[src/rtl/mpa_pkg.sv]
// ----------------------------------------------------------------------------
// Max pooling with argmax: shared package
// Types, register indexes and default sizes used by the pooling core and its
// window cells.
// ----------------------------------------------------------------------------
package mpa_pkg;

	localparam int DEF_MAX_WIDTH   = 64;
	localparam int DEF_MAX_HEIGHT  = 64;
	localparam int DEF_MAX_POOL    = 4;
	localparam int DEF_MAX_PLANES  = 256;
	localparam int DEF_SAMPLE_BITS = 16;

	localparam int IDX_BITS     = 20;
	localparam int CFG_IDX_BITS = 3;
	localparam int CFG_DAT_BITS = 9;

	localparam logic [CFG_IDX_BITS-1:0] REG_POOL_SIZE    = 3'd0;
	localparam logic [CFG_IDX_BITS-1:0] REG_STEP_SIZE    = 3'd1;
	localparam logic [CFG_IDX_BITS-1:0] REG_IMAGE_WIDTH  = 3'd2;
	localparam logic [CFG_IDX_BITS-1:0] REG_IMAGE_HEIGHT = 3'd3;
	localparam logic [CFG_IDX_BITS-1:0] REG_PLANE_COUNT  = 3'd4;

	typedef enum logic [1:0] {
		ST_IDLE,
		ST_SCAN,
		ST_REDUCE,
		ST_EMIT
	} state_t;

	typedef struct packed {
		logic clear;
		logic sample_en;
	} cell_ctrl_t;

endpackage

[src/rtl/mpa_cell.sv]
// ----------------------------------------------------------------------------
// Max pooling with argmax: window row cell
// Holds one row slot of the line store, tracks the first maximum of its window
// row and merges it into the running result handed along the chain.
// ----------------------------------------------------------------------------
module mpa_cell import mpa_pkg::*; #(
	parameter int MAX_WIDTH   = DEF_MAX_WIDTH,
	parameter int MAX_POOL    = DEF_MAX_POOL,
	parameter int SAMPLE_BITS = DEF_SAMPLE_BITS,
	localparam int XW = $clog2(MAX_WIDTH),
	localparam int SW = $clog2(MAX_POOL)
) (
	input  logic                          clk,
	input  logic                          arst_n,
	input  logic                          wr_en,
	input  logic [XW-1:0]                 wr_addr,
	input  logic signed [SAMPLE_BITS-1:0] wr_data,
	input  logic [XW-1:0]                 rd_addr,
	input  cell_ctrl_t                    ctrl,
	input  logic [XW-1:0]                 col,
	input  logic [SW-1:0]                 rank,
	input  logic                          active,
	input  logic                          in_valid,
	input  logic signed [SAMPLE_BITS-1:0] in_value,
	input  logic [SW-1:0]                 in_rank,
	input  logic [XW-1:0]                 in_col,
	output logic                          out_valid,
	output logic signed [SAMPLE_BITS-1:0] out_value,
	output logic [SW-1:0]                 out_rank,
	output logic [XW-1:0]                 out_col
);

	logic signed [SAMPLE_BITS-1:0] mem [MAX_WIDTH];
	logic signed [SAMPLE_BITS-1:0] rd_q;
	logic signed [SAMPLE_BITS-1:0] best_q;
	logic [XW-1:0]                 bcol_q;
	logic                          seen_q;
	logic                          acc_valid_q;
	logic signed [SAMPLE_BITS-1:0] acc_value_q;
	logic [SW-1:0]                 acc_rank_q;
	logic [XW-1:0]                 acc_col_q;
	logic                          own;
	logic                          take_own;

	always_ff @(posedge clk) begin
		if (wr_en) begin
			mem[wr_addr] <= wr_data;
		end
		rd_q <= mem[rd_addr];
	end

	always_ff @(posedge clk or negedge arst_n) begin
		if (!arst_n) begin
			seen_q <= 1'b0;
		end else if (ctrl.clear) begin
			seen_q <= 1'b0;
		end else if (ctrl.sample_en && active) begin
			seen_q <= 1'b1;
		end
	end

	always_ff @(posedge clk) begin
		if (ctrl.sample_en && active && (!seen_q || rd_q > best_q)) begin
			best_q <= rd_q;
			bcol_q <= col;
		end
	end

	assign own = active && seen_q;
	assign take_own = own && (!in_valid || best_q > in_value ||
		(best_q == in_value && rank < in_rank));

	always_ff @(posedge clk or negedge arst_n) begin
		if (!arst_n) begin
			acc_valid_q <= 1'b0;
		end else begin
			acc_valid_q <= own || in_valid;
		end
	end

	always_ff @(posedge clk) begin
		if (take_own) begin
			acc_value_q <= best_q;
			acc_rank_q  <= rank;
			acc_col_q   <= bcol_q;
		end else begin
			acc_value_q <= in_value;
			acc_rank_q  <= in_rank;
			acc_col_q   <= in_col;
		end
	end

	assign out_valid = acc_valid_q;
	assign out_value = acc_value_q;
	assign out_rank  = acc_rank_q;
	assign out_col   = acc_col_q;

endmodule

[config.mk]
export PLATFORM = sky130hd
export DESIGN_NAME = mpa_cell
export DESIGN_NICKNAME = d
export VERILOG_FILES = /design/src/rtl/mpa_pkg.sv /design/src/rtl/mpa_cell.sv
export SDC_FILE = /design/constraint.sdc
export NUM_CORES = 1
export LEC_CHECK = 0
export BUFFER_PORTS_ARGS = -buffer_cell sky130_fd_sc_hd__buf_2
export CELL_PAD_IN_SITES_DETAIL_PLACEMENT = 0
export CELL_PAD_IN_SITES_GLOBAL_PLACEMENT = 1
export CORE_MARGIN = 2
export CORE_UTILIZATION = 50
export DETAILED_ROUTE_END_ITERATION = 16
export PLACE_DENSITY_LB_ADDON = 0.1
export SETUP_SLACK_MARGIN = 0.3
export SLEW_MARGIN = 10
export SYNTH_ARGS = -nofsm -noshare
export SYNTH_HDL_FRONTEND = slang
export SYNTH_SLANG_ARGS = --single-unit
[constraint.sdc]
create_clock -name clk -period 3.28 [get_ports clk]
set_clock_uncertainty 0.2 [all_clocks]
set_input_delay 0.328 -clock clk [delete_from_list [all_inputs] [get_ports clk]]
set_output_delay 0.328 -clock clk [all_outputs]
set_load 0.02 [all_outputs]
## Word-level counts from Yosys, hierarchy flattened

Memories as Yosys holds them, arrays and structs flattened. A register that Yosys moved wholly into a read port is not among the register bits.
Cells that the tools add are included.

- RAM bits: 1,024
- Flip-flop bits (word level): 48
- Output and inout port bits: 25
- Memories kept: 1

- Reduce and logical (&&, ||, !) cells: 12
- Order comparisons: 3
- Muxes and demuxes: 7
- Equal/unequal tests: 1

Memories:

| name | words | width | read ports | clocked after Yosys merged registers in | wr ports | RTL line | RTL |
|---|---|---|---|---|---|---|---|
| mem | 64 | 16 | 1 | 1 | 1 | mpa_cell.sv:33 | `logic signed [SAMPLE_BITS-1:0] mem [MAX_WIDTH];` |

Operator list:

| operator | count |
|---|---|
| $gt 16x16->1 | 2 |
| $eq 16x16->1 | 1 |
| $mux 16 | 1 |
| $mux 6 | 1 |
| $logic_and 1x1->1 | 5 |
| $logic_or 1x1->1 | 4 |
| $mux 1 | 4 |
| $logic_not 1->1 | 2 |
| $lt 2x2->1 | 1 |
| $mux 2 | 1 |
| $reduce_bool 2->1 | 1 |

## Longest topological paths before layout

Gate-level depths: netlist (run 1).

- Depth after elaboration: 5
- Mapped depth: 11
- Gate-level depth less buffers: 8

## Least setup slack after synthesis (run 1)

Ideal clock, no wire load.

- Path type: register -> register
- Start point: register best_q[1]
- End point: register bcol_q[0] (enable)
- Arrival time: 2,583 ps
- Setup slack: 82 ps
- Library setup time: 415 ps
- Path buffers: 0
- Stages on the path, launching flop included: 9
- Clock period less this slack: 3,198 ps
- Required time: 2,665 ps
- Cells stage by stage: edfxtp_1 inv_1 ha_1 nor2b_1 o21ai_0 nand2b_1 a21oi_1 or4_1 a31oi_1

- Cells in the longest elaborated chain, start to end: 3

Ends and longest elaborated chain:

| element | RTL line | RTL |
|---|---|---|
| start: declaration | mpa_cell.sv:35 | `logic signed [SAMPLE_BITS-1:0] best_q;` |
| start signal: assignment | mpa_cell.sv:64 | `best_q <= rd_q;` |
| $gt 16x16->1 | mpa_cell.sv:63 | `if (ctrl.sample_en && active && (!seen_q \|\| rd_q > best_q)) begin` |
| $logic_or 1x1->1 | mpa_cell.sv:63 |  |
| $logic_and 1x1->1 | mpa_cell.sv:63 |  |
| end signal: assignment | mpa_cell.sv:65 | `bcol_q <= col;` |
| end: declaration | mpa_cell.sv:36 | `logic [XW-1:0] bcol_q;` |

Every way passes these cells.
A chain may end at the register's enable or synchronous reset.

## Worst setup path in the final report (run 1)

- Start point: register best_q[11]
- End point: register acc_col_q[1] (netlist: out_col[1])

- Cells in the longest elaborated chain, start to end: 5
- Elaborated cells between the ends (all ways): 7

Ends and longest elaborated chain:

| element | RTL line | RTL |
|---|---|---|
| $gt 16x16->1 / $eq 16x16->1 (equally long branches) | mpa_cell.sv:70, mpa_cell.sv:71 |  |
| $logic_or 1x1->1 / $logic_and 1x1->1 (equally long branches) | mpa_cell.sv:70, mpa_cell.sv:71 |  |
| $logic_or 1x1->1 (*) | mpa_cell.sv:70 | `assign take_own = own && (!in_valid \|\| best_q > in_value \|\|` |
| $logic_and 1x1->1 (*) | mpa_cell.sv:70 |  |
| $mux 6 (*) | mpa_cell.sv:82 | `if (take_own) begin` |
| end signal: assignment | mpa_cell.sv:85 | `acc_col_q <= bcol_q;` |
| end signal: assignment | mpa_cell.sv:89 | `acc_col_q <= in_col;` |
| end: declaration | mpa_cell.sv:41 | `logic [XW-1:0] acc_col_q;` |

Mark *: on every way between the ends. The rest lies on a longest branch, timed or not.

==> results.ini, run 1 <==
[status]
status=complete, no violations

[clocking]
clock_latency_ns=0.67
htree_levels=3
cts_tree=yes
numClockSinks=1088
cts_buffers=110
clk_path_buf_depth=3
path_clk_slew_ns=0.06
cts_root_buf=clkbuf_16

[synth]
yosys_warnings=0
netlist_area_um2=42400
synth_fp_nets=2018
netlist_instances=1918
yosysUniqueCellTypes=43
async_flop_share_pct=0.184
synth_area_per_cell_um2=22.1
ys_seq_elements=1088
synth_top_area_cell=edfxtp_1
ys.flop_type=edfxtp_1
ys_top_cells_by_area=edfxtp_1, mux4_2, dfxtp_1, ha_1, nor2_1
ys_seq_area_share_pct=76.0
synth_top_area_share_pct=74.0
synth-edff-count=1046

[critical_path]
crit_path_cell_trace=ha_1 -> and4_1 -> nand4_1 -> o41ai_1 -> a21o_1 -> buf_4 -> a2bb2oi_1 -> o211ai_1
crit_path_start_kind=flop
crit_buf_inv=1
cp_data_required_time_ns=3.65
r2r-start=best_q[11]
path_max_fanout=13
path_delay_family=compound AO/OA/AOI/OAI gates
worst_setup_path_end_kind=flop
cp.arrival_ns=3.15
crit_path_max_incr_delay_ns=0.67
startpoint=best_q[11]
crit_type=reg2reg
worst_path_max_delay_cell=o41ai_1

[timing]
max_slew_margin_pct=16.5
maxSlewViolCount=0
finalCritPeriodShare_pct=84.8
worst_pin_slew_ns=1.25
worst_slack_ns=0.498
post-route-min-period_ns=2.78
timing.setup.tns_ns=0
fmax_mhz=359
setup_viol=0
hold_viol=0
rsz0062_at_grt=false

[power_and_ir_drop]
powerDensity_nw_per_um2=595
total_power_mw=29.2
leakagePower_nw=16.0
ir_drop_v=0.000425

[placed_design]
gp_congestion=0.818
port_buffers=91
hpwl_um=59400
post_dp_cell_area_um2=45200
pre_cts_ws_ns=0.0627

[drt]
finalWirelength_um=101000
dr_total_vias=20700
avgViaCountPerCell=6.04
drt_pre_antenna_iters=5
drc=0
drt_iter0_drc=1961
wl_per_cell_um=29.6
postRouteAntennaNets=0

[global_routing]
grt_usage_pct=23.8
antenna_found_initial=0
grt_pass1_vias=21300
grt_first_pass_wirelength_um=148000
grt_start_max_net_pins=65
grt_remaining_overflow=0

[layout]
layout_commonest_cell=edfxtp_1
fin_area_um2=49100
mostFrequentLayoutCells=edfxtp_1, mux4_2, buf_4, clkbuf_16, buf_2
post-route-util_pct=58.6
nets=2300
fillers=6078
syn2layout_area_growth_pct=15.8
diodes=0
drive_above_1_share_pct=31.7

[die]
core_area_um2=83800
die_area_um2=87200
fp-row-count=106
start_util_pct=50.6
die_x_um=295
top_level_ports=92
die_h_um=295

[flow_run]
drv_cap=0

[worst_hold_path]
worstHoldStart=wr_data[14]
hold_class=in2reg

report_power, final:
group	internal, mW	switching, mW
clock	6.84	5.11
sequential	15.4	0.0844
combinational	0.761	1.03
total	23.0	6.22
area by class of cell:
| cell class | instances | area (um2) | area share (%) |
|---|---|---|---|
| Multi-Input combinational cell | 687 | 9620 | 19.6 |
| Timing Repair Buffer | 277 | 2250 | 4.59 |
| Tap cell | 1134 | 1420 | 2.89 |
| Clock inverter | 65 | 503 | 1.02 |
| Inverter | 36 | 135 | 0.275 |
| Clock buffer | 137 | 2930 | 5.96 |
| Sequential cell | 1088 | 32300 | 65.7 |
kinds of logic after synthesis:
group	after synthesis	share of synthesized area, %
multiplexers	328	17.2
adder cells (fa/ha/maj)	33	0.973
AND/OR/NAND/NOR	223	2.57
AO/OA/AOI/OAI	103	1.82
buffers and inverters	143	1.43
flip-flops	1088	76.0
final timing paths:
kind	to	slack, ns	cells past startpoint
worst max-delay path	out_col[1]	0.50	8
worst min-delay path	mem[26][14]	0.04	1
worst max register to register	out_col[1]	0.50	8
worst min register to register	best_q[5]	0.24	0
max in group asynchronous	seen_q	2.41	3
min in group asynchronous	out_valid	0.34	3
flip-flops by register name (all words and copies together) (netlist names):
name and count:
out_rank 2, seen_q 1, out_valid 1, bcol_q 6, out_col 6, mem 1024
rd_q 16, out_value 16, best_q 16
cell usage after synthesis, types with 2 or more instances:
cell type / instances
a211oi_1: 9
buf_6: 4
nor3_1: 10
edfxtp_1: 1046
nand3b_1: 2
and2_1: 4
clkbuf_1: 61
a31oi_1: 2
a21oi_1: 9
mux4_2: 320
a21o_1: 9
and3_1: 2
nand2b_1: 6
nand4_1: 31
buf_4: 2
nor2b_1: 17
mux2i_1: 8
buf_1: 13
nand2_1: 43
a22oi_1: 17
buf_2: 27
dfxtp_1: 40
o211ai_1: 24
a2bb2oi_1: 23
and4_1: 4
nor2_1: 68
o21ai_0: 5
dfrtp_1: 2
ha_1: 33
nand3_1: 29
inv_1: 36
layer usage:
| metal | up-vias | part of all wire, % | track usage [%] |
|---|---|---|---|
| met4 | 0 | 2.2 | 5.81 |
| met1 | 11200 | 43 | 34.2 |
| li1 | 8692 | - | - |
| met3 | 129 | 6.5 | 4.16 |
| met5 | - | 0 | 0 |
| met2 | 677 | 49 | 38.6 |
metrics by stage:
stage	hold WS, ns	instances
2_1_floorplan	-0.168	1918
3_3_place_gp	-0.0862	3178
3_5_place_dp	-0.0819	3178
4_1_cts	0.0156	3422
5_1_grt	0.0461	3424
6_report	0.0425	3424
worst reg2reg max path: stages (launching register included):
cell and delay (ns):
edfxtp_1 0.46, ha_1 0.35, and4_1 0.27, nand4_1 0.15
o41ai_1 0.67, a21o_1 0.17, buf_4 0.21, a2bb2oi_1 0.11
o211ai_1 0.10
timing repair:
item	CTS	global route
hold endpoints to repair	81	16
hold buffers	42	1
resized for setup	1	0
setup buffers	0	0
endpoints found under the setup margin	23	0
(Power assumes the default switching activity.)
==> inputs of run 2 (changes only) <==
--- a/config.mk
+++ b/config.mk
@@ -5,11 +5,12 @@
 export SDC_FILE = /design/constraint.sdc
 export NUM_CORES = 1
 export LEC_CHECK = 0
+export ABC_AREA = 1
 export BUFFER_PORTS_ARGS = -buffer_cell sky130_fd_sc_hd__buf_2
 export CELL_PAD_IN_SITES_DETAIL_PLACEMENT = 0
 export CELL_PAD_IN_SITES_GLOBAL_PLACEMENT = 1
 export CORE_MARGIN = 2
-export CORE_UTILIZATION = 50
+export CORE_UTILIZATION = 46
 export DETAILED_ROUTE_END_ITERATION = 16
 export PLACE_DENSITY_LB_ADDON = 0.1
 export SETUP_SLACK_MARGIN = 0.3
==> constraint.sdc (replaced) <==
create_clock -name clk -period 2.45 [get_ports clk]
set_clock_uncertainty 0.2 [all_clocks]
set_input_delay 0.245 -clock clk [delete_from_list [all_inputs] [get_ports clk]]
set_output_delay 0.245 -clock clk [all_outputs]
set_load 0.02 [all_outputs]
==> results.ini, run 2 <==
[timing]
maxSlewViolCount=0  ; unchanged
hold_viol=0  ; unchanged
finalCritPeriodShare_pct=95.6  ; +11 points
whs_ns=0.0436  ; +0.00106 ns
setup_viol=0  ; unchanged
worst_pin_slew_ns=0.823  ; -0.430 ns
max_slew_margin_pct=45.1  ; +29 points
fmax_mhz=427  ; +19%
rsz0062_at_grt=true
post-route-min-period_ns=2.34  ; -0.440 ns

[clocking]
cts_buffers=111  ; +0.91%
path_clk_slew_ns=0.06  ; about the same
clk_path_buf_depth=3  ; unchanged
numClockSinks=1088  ; unchanged
cts_tree=yes
htree_levels=3  ; unchanged
clock_latency_ns=0.69  ; +0.02 ns
cts_root_buf=clkbuf_16

[drt]
dr_total_vias=29300  ; +42%
postRouteAntennaNets=0  ; unchanged
wl_per_cell_um=23.9  ; -19%
drt_pre_antenna_iters=6  ; +1
wl_met3_um=8850  ; +34%
drc=0  ; unchanged
top_layer_used=met5
wl_met2_um=57800  ; +17%
drt_iter0_drc=2836  ; +45%
drt-met1-wl_um=54200  ; +26%
finalWirelength_um=124000  ; +22%
avgViaCountPerCell=5.65  ; -6.4%

[synth]
yosysUniqueCellTypes=27  ; -37%
synth.most_common_cell=edfxtp_1
synth_top_area_cell=edfxtp_1
synthTopCellsByCount=edfxtp_1, nand2_1, nor2_1
synth_top_area_share_pct=71.9  ; -2.1 points
ys.flop_type=edfxtp_1
synth_fp_nets=3656  ; +81%
netlist_instances=3556  ; +85%
async_flop_share_pct=0.184  ; unchanged
yosys_warnings=0  ; unchanged
ys_top_cells_by_area=edfxtp_1, nand2_1, o21ai_0, nor2_1, o22ai_1
ys_seq_area_share_pct=73.9  ; -2.2 points
synth-edff-count=1046  ; unchanged
synth_area_per_cell_um2=12.3  ; -44%
ys_seq_elements=1088  ; unchanged
netlist_area_um2=43700  ; +2.9%

[critical_path]
startpoint=best_q[5]
path_max_fanout=8  ; -5
crit_type=reg2reg
crit_buf_inv=4  ; +3
worst_setup_path_end_kind=flop
crit_path_start_kind=flop
path_delay_family=simple AND/OR/NAND/NOR gates
cp_data_required_time_ns=2.82  ; -0.83 ns
crit_path_max_incr_delay_ns=0.40  ; -0.27 ns
crit_path_cell_trace=buf_4 -> buf_6 -> ha_4 -> nand2_4 -> nor2_4 -> buf_4 -> nand2_1 -> nor2_2 -> a21oi_1 -> nand2_4 -> nand2_4 -> buf_6 -> nand2_2 -> nand2_1
cp.arrival_ns=2.72  ; -0.43 ns
cpMostUsedCell=nand2_4
worst_path_max_delay_cell=edfxtp_1
r2r-start=best_q[5]

[power_and_ir_drop]
total_power_mw=41.3  ; +41%
ir_drop_v=0.000616  ; +45%
leakagePower_nw=18.3  ; +15%
powerDensity_nw_per_um2=795  ; +34%

[die]
core_area_um2=94600  ; +13%
fp-row-count=113  ; +6.6%
top_level_ports=92  ; unchanged
start_util_pct=46.2  ; -4.5 points
die_h_um=312  ; +5.7%
die_x_um=312  ; +5.7%
die_area_um2=97400  ; +12%

[layout]
mostFrequentLayoutCells=edfxtp_1, nand2_1, nor2_1, o21ai_0, o22ai_1
diodes=0  ; unchanged
largest-register=mem
finalNonFillerCells=5187  ; +51%
fillers=7863  ; +29%
syn2layout_area_growth_pct=18.9
drive_above_1_share_pct=15.1  ; -17 points
nets=3931  ; +71%
largest_register_ffs=1024  ; unchanged
layout_commonest_cell=edfxtp_1
post-route-util_pct=54.9  ; -3.7 points

[global_routing]
grt_remaining_overflow=0  ; unchanged
grt_first_pass_wirelength_um=184000  ; +24%
grt_pass1_vias=28500  ; +34%
grt_start_max_net_pins=109  ; +68%
grt_usage_pct=25.4  ; +1.5 points
antenna_found_initial=4  ; +4

[placed_design]
port_buffers=91  ; unchanged
hpwl_um=72200  ; +22%
gp_congestion=0.837  ; +2.3%
place_inst=4913  ; +55%

[flow_run]
drv_cap=0  ; unchanged

[worst_hold_path]
worstHoldStart=wr_addr[0]
hold_class=in2reg

[status]
status=complete, no violations

## run 2: cell types whose count changed after synthesis, moves of 106 or more
cell / delta
mux4_2: -320
nand2_1: +569
nand3_1: +106
nor2_1: +510
o21ai_0: +440
o22ai_1: +256
## run 2: worst min-delay path: stages
cell,delay [ns]
buf_2,0.28
nor4_4,0.08
buf_4,0.15
## run 2: layout make-up
class / count / area (um2) / area share [%]
multi-input cells: 2173 / 10400 / 20.1
flip-flops and latches: 1088 / 32300 / 62.1
clock buffers: 138 / 2950 / 5.68
inverters: 65 / 268 / 0.516
clock inverters: 66 / 803 / 1.55
well taps: 1265 / 1580 / 3.05
repair buffers: 392 / 3630 / 6.99
## run 2: kinds of logic after synthesis
kind of cell               share of synthesized area, %
and+or+nand+nor                                    12.1
buffers and inverters                              3.25
DFF                                                73.9
AOI/OAI and AO/OA                                  9.83
adders and majority gates                         0.946
## run 2: final timing paths
path,end,slack [ns],depth (start not counted)
setup / recovery,out_col[4],0.11,14
hold / removal,mem[52][7],0.04,3
setup reg to reg,out_col[4],0.11,14
hold reg to reg,best_q[0],0.23,0
max in group asynchronous,seen_q,1.69,3
min in group asynchronous,out_valid,0.24,3
## run 2: per-layer routing
layer / global-route usage (%) / vias to the layer above
met5: 0 / -
met1: 36.6 / 14700
met2: 40.1 / 1041
li1: - / 13400
met4: 7.36 / 8
met3: 4.02 / 161
## run 2: where the power goes
part	total (mW)	internal (mW)	leakage [nW]	switching, mW
combinational	3.14	1.02	6.66	2.12
clock	17.4	10.4	1.84	7.02
sequential	20.7	20.6	9.78	0.0987
## run 2: stage by stage
step	TNS [ns]	cell area, um2	setup slack [ns]
6_report	0	51900	0.108
5_1_grt	-0.00478	51900	-0.00261
4_1_cts	0	51900	0.127
3_5_place_dp	0	47200	0.0551
3_3_place_gp	-0.514	47200	-0.0273
2_1_floorplan	-4.79	43900	-0.0318
## run 2: timing repair
action,in CTS,in global routing
gates resized for setup,51,12
setup buffers,9,1
hold buffers,59,0
pin swaps,2,3
endpoints found under the hold margin,872,0
setup endpoints to repair,46,46
cloned,1,0
